`src/design/wpm_pkg.sv`:
```
package wpm_pkg;

    // Pattern capacity in characters.
    localparam int PAT_LEN = 32;
    // Length counter width: must hold 0..PAT_LEN.
    localparam int LEN_W   = $clog2(PAT_LEN + 1);

    localparam logic [7:0] CH_BANG = 8'h21;  // '!'
    localparam logic [7:0] CH_STAR = 8'h2A;  // '*'
    localparam logic [7:0] CH_ANY  = 8'h3F;  // '?'

    typedef enum logic [1:0] {
        OP_CLEAR  = 2'd0,
        OP_APPEND = 2'd1,
        OP_NAME   = 2'd2,
        OP_END    = 2'd3
    } opcode_t;

    // Per-cell control from the top level.
    typedef struct packed {
        logic restart;  // reload the active bit with its home value
        logic step;     // advance on a name character
        logic wr_en;    // store the incoming pattern character
        logic valid;    // cell lies inside the stored pattern
        logic at_end;   // cell position equals the pattern length
    } cell_ctrl_t;

endpackage

```
`src/design/wildcard_pattern_matcher.sv`:
```
// Channel   Direction  Handshake          Payload
// s_        in         s_valid/s_ready    s_opcode[1:0], s_char_value[7:0]
// m_        out        m_valid/m_ready    m_matched, m_pattern_overflow
//
// One request per cycle while s_ready is high, every opcode; an end-of-name
// result appears in the output register in the cycle after its request is taken.
// The cycle is set by the star closure, which ripples through the cell row
// like a carry chain of PAT_LEN cells.
// Reset (aresetn low, synchronous) empties the pattern, clears the invert and
// overflow flags and restarts the active set; there is no clearing pass.
// s_ready drops only while a result waits in the output register and m_ready
// is low.
module wildcard_pattern_matcher (
    input  logic       aclk,
    input  logic       aresetn,
    input  logic       s_valid,
    output logic       s_ready,
    input  logic [1:0] s_opcode,
    input  logic [7:0] s_char_value,
    output logic       m_valid,
    input  logic       m_ready,
    output logic       m_matched,
    output logic       m_pattern_overflow
);

    localparam int N = wpm_pkg::PAT_LEN;
    localparam int W = wpm_pkg::LEN_W;

    logic [W-1:0]      len_reg,  len_next;
    logic              inv_reg,  inv_next;
    logic              ovf_reg,  ovf_next;
    logic              tail_reg, tail_next;   // active bit past the last cell
    logic              m_valid_reg, m_valid_next;
    logic              matched_reg;
    logic              ovf_out_reg;

    logic              accept;
    wpm_pkg::opcode_t  op;
    logic              is_bang;
    logic              do_write;
    logic              restart;
    logic              step;
    logic              tail_cur;
    logic              hit;

    logic [N-1:0]      clo_w;
    logic [N-1:0]      fwd_w;
    logic [N-1:0]      hit_w;

    // Output register frees itself when taken, so a new request can enter
    // in the same cycle.
    assign s_ready = ~m_valid_reg | m_ready;
    assign accept  = s_valid & s_ready;
    assign op      = wpm_pkg::opcode_t'(s_opcode);

    // A leading bang on an empty, uninverted pattern is not stored.
    assign is_bang  = (len_reg == '0) & ~inv_reg & ~ovf_reg
                    & (s_char_value == wpm_pkg::CH_BANG);
    assign do_write = accept & (op == wpm_pkg::OP_APPEND) & ~is_bang
                    & (len_reg < W'(N));
    assign restart  = accept & (op != wpm_pkg::OP_NAME);
    assign step     = accept & (op == wpm_pkg::OP_NAME);

    // ---- cell row: one cell per pattern position -------------------------
    for (genvar gi = 0; gi < N; gi++) begin : g_cell
        wpm_pkg::cell_ctrl_t ctrl;
        logic                clo_in;
        logic                fwd_in;

        assign ctrl.restart = restart;
        assign ctrl.step    = step;
        assign ctrl.wr_en   = do_write & (len_reg == W'(gi));
        assign ctrl.valid   = (W'(gi) < len_reg);
        assign ctrl.at_end  = (len_reg == W'(gi));

        if (gi == 0) begin : g_head
            assign clo_in = 1'b0;
            assign fwd_in = 1'b0;
        end else begin : g_link
            assign clo_in = clo_w[gi-1];
            assign fwd_in = fwd_w[gi-1];
        end

        wpm_cell u_cell (
            .aclk    (aclk),
            .aresetn (aresetn),
            .ctrl    (ctrl),
            .home    (gi == 0),
            .char_in (s_char_value),
            .clo_in  (clo_in),
            .fwd_in  (fwd_in),
            .clo_out (clo_w[gi]),
            .fwd_out (fwd_w[gi]),
            .hit_out (hit_w[gi])
        );
    end

    // Position N: reachable only when the pattern is full.
    assign tail_cur = tail_reg | clo_w[N-1];
    assign hit      = (|hit_w) | (tail_cur & (len_reg == W'(N)));

    always_comb begin
        len_next     = len_reg;
        inv_next     = inv_reg;
        ovf_next     = ovf_reg;
        tail_next    = tail_reg;
        m_valid_next = m_valid_reg & ~m_ready;
        if (accept) begin
            unique case (op)
                wpm_pkg::OP_CLEAR: begin
                    len_next  = '0;
                    inv_next  = 1'b0;
                    ovf_next  = 1'b0;
                    tail_next = 1'b0;
                end
                wpm_pkg::OP_APPEND: begin
                    tail_next = 1'b0;
                    if (is_bang) begin
                        inv_next = 1'b1;
                    end else if (do_write) begin
                        len_next = len_reg + W'(1);
                    end else begin
                        ovf_next = 1'b1;
                    end
                end
                wpm_pkg::OP_NAME: begin
                    tail_next = fwd_w[N-1];
                end
                wpm_pkg::OP_END: begin
                    tail_next    = 1'b0;
                    m_valid_next = 1'b1;
                end
                default: begin
                    tail_next = tail_reg;
                end
            endcase
        end
    end

    always_ff @(posedge aclk) begin
        if (!aresetn) begin
            len_reg     <= '0;
            inv_reg     <= 1'b0;
            ovf_reg     <= 1'b0;
            tail_reg    <= 1'b0;
            m_valid_reg <= 1'b0;
        end else begin
            len_reg     <= len_next;
            inv_reg     <= inv_next;
            ovf_reg     <= ovf_next;
            tail_reg    <= tail_next;
            m_valid_reg <= m_valid_next;
        end
    end

    // Verdict: invert, then force low on overflow.
    always_ff @(posedge aclk) begin
        if (accept && op == wpm_pkg::OP_END) begin
            matched_reg <= (hit ^ inv_reg) & ~ovf_reg;
            ovf_out_reg <= ovf_reg;
        end
    end

    assign m_valid            = m_valid_reg;
    assign m_matched          = matched_reg;
    assign m_pattern_overflow = ovf_out_reg;

    // ---- checks ----------------------------------------------------------
    a_len_range: assert property (@(posedge aclk) disable iff (!aresetn)
        len_reg <= W'(N))
        else $error("pattern length past capacity");

    a_ovf_full: assert property (@(posedge aclk) disable iff (!aresetn)
        ovf_reg |-> (len_reg == W'(N)))
        else $error("overflow flagged with room left");

    a_end_result: assert property (@(posedge aclk) disable iff (!aresetn)
        (accept && op == wpm_pkg::OP_END) |=> m_valid_reg)
        else $error("end of name gave no result");

    a_ovf_nomatch: assert property (@(posedge aclk) disable iff (!aresetn)
        (m_valid_reg && ovf_out_reg) |-> !matched_reg)
        else $error("match reported on overflowed pattern");

endmodule

```
`src/design/wpm_cell.sv`:
```
module wpm_cell (
    input  logic                aclk,
    input  logic                aresetn,
    input  wpm_pkg::cell_ctrl_t ctrl,
    input  logic                home,
    input  logic [7:0]          char_in,
    input  logic                clo_in,
    input  logic                fwd_in,
    output logic                clo_out,
    output logic                fwd_out,
    output logic                hit_out
);

    logic [7:0] char_reg;
    logic       active_reg;
    logic       active_next;
    logic       cur;
    logic       is_star;
    logic       hits_char;

    // Position is live if stored active or reached over stars to the left.
    assign cur       = active_reg | clo_in;
    assign is_star   = (char_reg == wpm_pkg::CH_STAR);
    assign hits_char = (char_reg == wpm_pkg::CH_ANY) | (char_reg == char_in);

    assign clo_out = cur & ctrl.valid & is_star;
    assign fwd_out = cur & ctrl.valid & ~is_star & hits_char;
    assign hit_out = cur & ctrl.at_end;

    always_comb begin
        active_next = active_reg;
        if (ctrl.restart) begin
            active_next = home;
        end else if (ctrl.step) begin
            // star keeps itself alive; a match hands over from the left
            active_next = (cur & ctrl.valid & is_star) | fwd_in;
        end
    end

    always_ff @(posedge aclk) begin
        if (!aresetn) begin
            active_reg <= home;
        end else begin
            active_reg <= active_next;
        end
    end

    always_ff @(posedge aclk) begin
        if (ctrl.wr_en) begin
            char_reg <= char_in;
        end
    end

endmodule
```
`config.mk`:
```
export PLATFORM = sky130hd
export DESIGN_NAME = wildcard_pattern_matcher
export DESIGN_NICKNAME = d
export VERILOG_FILES = /design/src/design/wpm_pkg.sv /design/src/design/wildcard_pattern_matcher.sv /design/src/design/wpm_cell.sv
export SDC_FILE = /design/constraint.sdc
export NUM_CORES = 1
export LEC_CHECK = 0
export BUFFER_PORTS_ARGS = -buffer_cell sky130_fd_sc_hd__buf_2
export CAP_MARGIN = 25
export CELL_PAD_IN_SITES_DETAIL_PLACEMENT = 0
export CELL_PAD_IN_SITES_GLOBAL_PLACEMENT = 1
export CORE_AREA = 2 2 174 176
export CTS_BUF_LIST = sky130_fd_sc_hd__clkbuf_8
export DETAILED_ROUTE_END_ITERATION = 10
export DIE_AREA = 0 0 176 178
export PLACE_DENSITY_LB_ADDON = 0.1
export SYNTH_ARGS = -nofsm -noshare
export SYNTH_HDL_FRONTEND = slang
export SYNTH_SLANG_ARGS = --single-unit
```
`constraint.sdc`:
```
create_clock -name aclk -period 7.4 [get_ports aclk]
set_clock_uncertainty 0.15 [all_clocks]
set_input_delay 0.37 -clock aclk [delete_from_list [all_inputs] [get_ports aclk]]
set_output_delay 0.37 -clock aclk [all_outputs]
set_load 0.005 [all_outputs]
```
Word level (Yosys, flattened, before mapping)
Index checks and enable logic that the tools add are counted.
Cells by class
  bitwise operators: 340
  magnitude comparators: 33
  equal/unequal tests: 137
  add/sub/neg operators: 1
  muxes and demuxes: 11
  reduce and logical (&&, ||, !) cells: 10
Operators by type and width (count)
  8-bit by 6-bit equality test with 1-bit output, second input constant: 65
  8-bit equality test: 32
  1-bit bitwise AND: 204
  1-bit bitwise OR: 97
  6-bit by 5-bit equality test with 1-bit output, second input constant: 16
  5-bit by 6-bit < comparator with 1-bit output, first input constant: 16
  6-bit by 4-bit equality test with 1-bit output, second input constant: 8
  4-bit by 6-bit < comparator with 1-bit output, first input constant: 8
  1-bit NOT: 38
  32-bit OR reduction: 1
  6-bit by 3-bit equality test with 1-bit output, second input constant: 4
  3-bit by 6-bit < comparator with 1-bit output, first input constant: 4
  6-bit by 2-bit equality test with 1-bit output, second input constant: 2
  1-bit by 6-bit < comparator with 1-bit output, first input constant: 2
  2-bit by 6-bit < comparator with 1-bit output, first input constant: 2
  6-bit two-way mux: 2
  6-bit case mux with 2 select lines: 1
  2-bit inequality test, second input constant: 5
  4-bit AND reduction: 2
  6-bit by 1-bit adder with 6-bit output, second input constant: 1
  6-bit by 1-bit equality test with 1-bit output, second input constant: 1
  6-bit equality test, second input constant: 1
  6-bit logical NOT: 1
  6-bit < comparator, second input constant: 1
  11 further kinds: 18
Storage, ports and cells
  flip-flop bits (word level): 300
  output and inout port bits: 4

Longest topological paths before layout
  word-level depth: 101
  gate-level depth with buffers: 16

By module
From an unflattened synthesis, not the netlist that was laid out.
Second synthesis, totals
  cells, all modules: 1346
  area total of the unflattened synthesis: 17017.6 um2
Modules (own cells, without submodules)
  wpm_cell: cells each 35, times used 32, area an instance 485.5 um2
  wildcard_pattern_matcher: cells each 226, times used 1, area an instance 1482.7 um2

Worst setup path after synthesis
No wires, ideal clock.
  path type: register to register
  start: register len_reg[1]
  end: register matched_reg, in the netlist m_matched (data pin)
  setup time: 0.255 ns
  data required time: 6.995 ns
  slack: 3.556 ns
  buffers on the path: 1
  data arrival time: 3.439 ns
  cell stages (with the launch flop): 15
  path through: dfxtp_1 -> clkbuf_1 -> inv_1 -> ha_1 -> nor2b_1 -> o21a_1 -> nor2_1 -> or3_4 -> or4_4 -> or3_4 -> o221a_4 -> a21boi_2 -> o21ai_1 -> o211a_1 -> a31o_1
On the way
  cells in the longest elaborated chain, start to end: 101
  elaborated cells on any way between the ends: 198
Ends and longest elaborated chain
  from (decl): RTL line wildcard_pattern_matcher.sv:29  | logic [W-1:0] len_reg, len_next;
  from (signal assigned): RTL line wildcard_pattern_matcher.sv:148  | len_reg <= len_next;
  1-bit by 6-bit < comparator with 1-bit output: RTL line wildcard_pattern_matcher.sv:73  | assign ctrl.valid = (W'(gi) < len_reg);
  1-bit bitwise AND (2 in a row): RTL line wpm_cell.sv:26  | assign clo_out = cur & ctrl.valid & is_star;
  1-bit bitwise OR: RTL line wpm_cell.sv:22  | assign cur = active_reg | clo_in;
  1-bit bitwise AND (2 in a row): RTL line wpm_cell.sv:26
  1-bit bitwise OR: RTL line wpm_cell.sv:22
  1-bit bitwise AND (2 in a row): RTL line wpm_cell.sv:26
  1-bit bitwise OR: RTL line wpm_cell.sv:22
  1-bit bitwise AND (2 in a row): RTL line wpm_cell.sv:26
  [... 79 more ...]
  1-bit bitwise AND (2 in a row): RTL line wpm_cell.sv:26
  1-bit bitwise OR: RTL line wpm_cell.sv:22
  1-bit bitwise AND (2 in a row): RTL line wpm_cell.sv:26
  1-bit bitwise OR: RTL line wildcard_pattern_matcher.sv:99  | assign tail_cur = tail_reg | clo_w[N-1];
  1-bit bitwise AND: RTL line wildcard_pattern_matcher.sv:100  | assign hit = (|hit_w) | (tail_cur & (len_reg == W'(N)));
  1-bit bitwise OR (*): RTL line wildcard_pattern_matcher.sv:100
  1-bit XOR (*): RTL line wildcard_pattern_matcher.sv:159  | matched_reg <= (hit ^ inv_reg) & ~ovf_reg;
  1-bit bitwise AND (*): RTL line wildcard_pattern_matcher.sv:159
  to (signal assigned): RTL line wildcard_pattern_matcher.sv:159
  to (decl): RTL line wildcard_pattern_matcher.sv:34  | logic matched_reg;
Every way passes the cells marked *; elsewhere a longest branch is shown, timed or not.
A chain may end at the register's enable or synchronous reset.

==> run metrics <==
outcome=complete, no violations; synthesized area per cell=10.8 sq um; sequential area share after synthesis=0.519; Tcrit/Tclk final=0.664; Die X=176 microns; antenna cells=0; Critical R2R Launch=len_reg[1]$_SDFFE_PN0P_; post-DR wirelength/cell=23.3 microns; overall die height=178 microns; htree depth=2; root buffer cell=clkbuf_8; worst hold-check path type=in -> reg; hold slack final=80.5 ps; Async SR Flop Fraction=0; Max transition margin=0.312; post-synth cell types=96; cells after synthesis=1533; area of the core=0.0294 sq mm; most used cell, CP=nand2_1; Post-synth top cells=258 x edfxtp_1, 200 x xnor2_1, 141 x nor2_1; WP data required=7420 ps; HP Start=s_opcode[1]; footprint of the multi-input gates=0.00760 sq mm; Peak VDD IR=0.221 mV; gr usage total=0.298; total gr overflow=0; Peak Freq=204 MHz; Synthesized Nets=1550; worst r2r path cells=10; Clk pin slew, worst setup/hold paths=60 ps; fin cells=1986; TritonRoute pass-1 iters=5; top-count cell post-synth=edfxtp_1; crit path launch=len_reg[1]$_SDFFE_PN0P_; die footprint=0.0313 sq mm; P_leak=5.56 nW; Crit path largest cell delay=930 ps; R2R Setup Slk=2490 ps; ratio of cells with drive above 1 in the final layout=0.0946; Finish-stage setup viols=0; antenna-violating nets left=0; I/O pin cnt=18; IO buf count=17; Inserted Clock Buffers=48; register area=0.00859 sq mm; Core Rows=63; initial antenna violation count=0; FF-to-FF End=g_cell[6].u_cell.char_reg[4]$_DFFE_PP_; Worst Setup Path Type=reg -> reg; RePlAce Congestion=1.00; Final Hold Fails=0; first-pass GRT wire length=71400 microns; Initial DRC Count=1313; Clock Latency Late Sink=580 ps; Largest register FFs=256; placed cell count=1891; Fillers=2429; critical path cell sequence=inv_1 -> ha_1 -> nand2_1 -> or3_1 -> nor2_1 -> nor3_1 -> nand2_1 -> nor2_1 -> nand2_1 -> nor3_1; synthesis-stage register bit count=300; Layout Nets=1576; last element of the critical path=g_cell[6].u_cell.char_reg[4]$_DFFE_PP_; vias in the first global route=12.4k; RSZ-0062 raised after global routing=no; CP arrival=4930 ps; Post-synth EDFFs=258; Slowest-stage cell, CP=nor3_1; power per cell area=196 mW/mm^2; # Post-CTS Setup Buffers=0; Synth Cell Area=0.0165 sq mm; Max Transition Viols Final=0; via count=12.6k; DR vias/cell=6.36; Synth area leaders=edfxtp_1 47%, xnor2_1 11%, dfxtp_1 5.1%; Synth warnings=0; area leader, netlist=edfxtp_1; DRC violations left=0; CP startpoint kind=flop; area growth from synthesis to layout=9.33%; Routed WL=46300 microns; crit path max fanout=17; Main synth FF type=edfxtp_1; Tmin final=4910 ps; Bufs on Longest Clock Path=3; CTS tree=built; Max-cap violations=0; maximum number of pins on one net before global-route repair=41; Initial Util=0.563; HPWL after DPL=32000 microns; Sink Count=300; Synth top area share=0.468; Worst Max-Slew Pin Slew=1020 ps; crit end category=flop; Fin Setup TNS=0 ps
==> worst min path at each step <==
stage                                 end  cells past startpoint  slack (ps)
floorplan           tail_reg$_SDFFE_PN0P_                      2         280
global placement    tail_reg$_SDFFE_PN0P_                      2         310
detailed placement  tail_reg$_SDFFE_PN0P_                      2         320
CTS                  inv_reg$_SDFFE_PN0P_                      4          70
global route          m_matched$_DFFE_PP_                      3         120
finish               inv_reg$_SDFFE_PN0P_                      4          80
==> logic make-up after synthesis <==
| kind of cell | synth area share |
|---|---|
| adder cells (fa/ha/maj) | 0.00227 |
| buffers and inverters | 0.0226 |
| XOR/XNOR | 0.137 |
| multiplexers | 0.00136 |
| flip-flops | 0.519 |
| AND/OR/NAND/NOR | 0.193 |
| AO/OA/AOI/OAI | 0.125 |
==> placed cells by master, fill, tap and decap left out, types with 9 or more instances in the layout <==
| cell | Yosys | final |
|---|---|---|
| o31ai_1 | 15 | 15 |
| nand4_1 | 75 | 75 |
| buf_2 | 11 | 10 |
| xor2_1 | 58 | 58 |
| clkinv_1 | 0 | 13 |
| edfxtp_1 | 258 | 258 |
| nor4b_1 | 11 | 11 |
| buf_4 | 0 | 29 |
| nand2b_1 | 16 | 16 |
| a31oi_1 | 19 | 19 |
| inv_1 | 26 | 39 |
| o21ai_0 | 59 | 58 |
| nor4_1 | 26 | 25 |
| and3_1 | 19 | 19 |
| and2_1 | 9 | 9 |
| nand3_1 | 47 | 47 |
| a21oi_1 | 53 | 53 |
| xnor2_1 | 200 | 200 |
| nor2_1 | 141 | 141 |
| a211oi_1 | 9 | 9 |
| nor3_1 | 57 | 57 |
| nand2_1 | 87 | 87 |
| nor4bb_1 | 10 | 9 |
| or3_1 | 22 | 22 |
| dfxtp_1 | 42 | 42 |
| clkbuf_8 | 0 | 51 |
| nor2b_1 | 16 | 16 |
==> layout make-up <==
type	count	share of cell area
Sequential cell	300	0.475
Tap cell	390	0.0270
Clock inverter	36	0.0151
Inverter	26	0.00539
Clock buffer	51	0.0388
Multi-Input combinational cell	1137	0.420
Timing Repair Buffer	46	0.0191
==> repair_timing <==
action	4_1_cts	5_1_grt
resized for setup	0	0
endpoints found under the hold margin	4	0
hold buffers	2	0
==> power breakdown <==
part | leakage [nW] | internal, W | switching [W] | total (W)
Sequential | 2.66 | 0.00185 | 0.0000192 | 0.00187
Clock | 0.547 | 0.000810 | 0.000645 | 0.00145
Combinational | 2.35 | 0.0000799 | 0.000150 | 0.000230
==> routing by layer <==
layer / track usage / share of wire / vias up
met5: 0 / 0 / -
met1: 0.425 / 0.45 / 6162
met2: 0.470 / 0.45 / 492
li1: - / - / 5857
met3: 0.0467 / 0.072 / 115
met4: 0.0957 / 0.032 / 0
==> worst max-delay path: cells and delay by family, from the launching register on <==
kind / cells / cell delay [ps]
adders and majority gates: 1 / 470
buffers and inverters: 1 / 100
DFF: 1 / 810
and+or+nand+nor: 8 / 2960
==> stage by stage <==
step	instance area [sq um]	util	worst slack, ps	total power, W
after floorplan	16500	-	3560	0.00204
after global placement	17000	0.579	2750	0.00212
after detailed placement	17000	0.579	2600	0.00213
after CTS	18000	0.613	2540	0.00357
after global routing	18100	0.615	2110	0.00366
final	18100	0.615	2490	0.00355
Power figures use the tool's default switching activity.
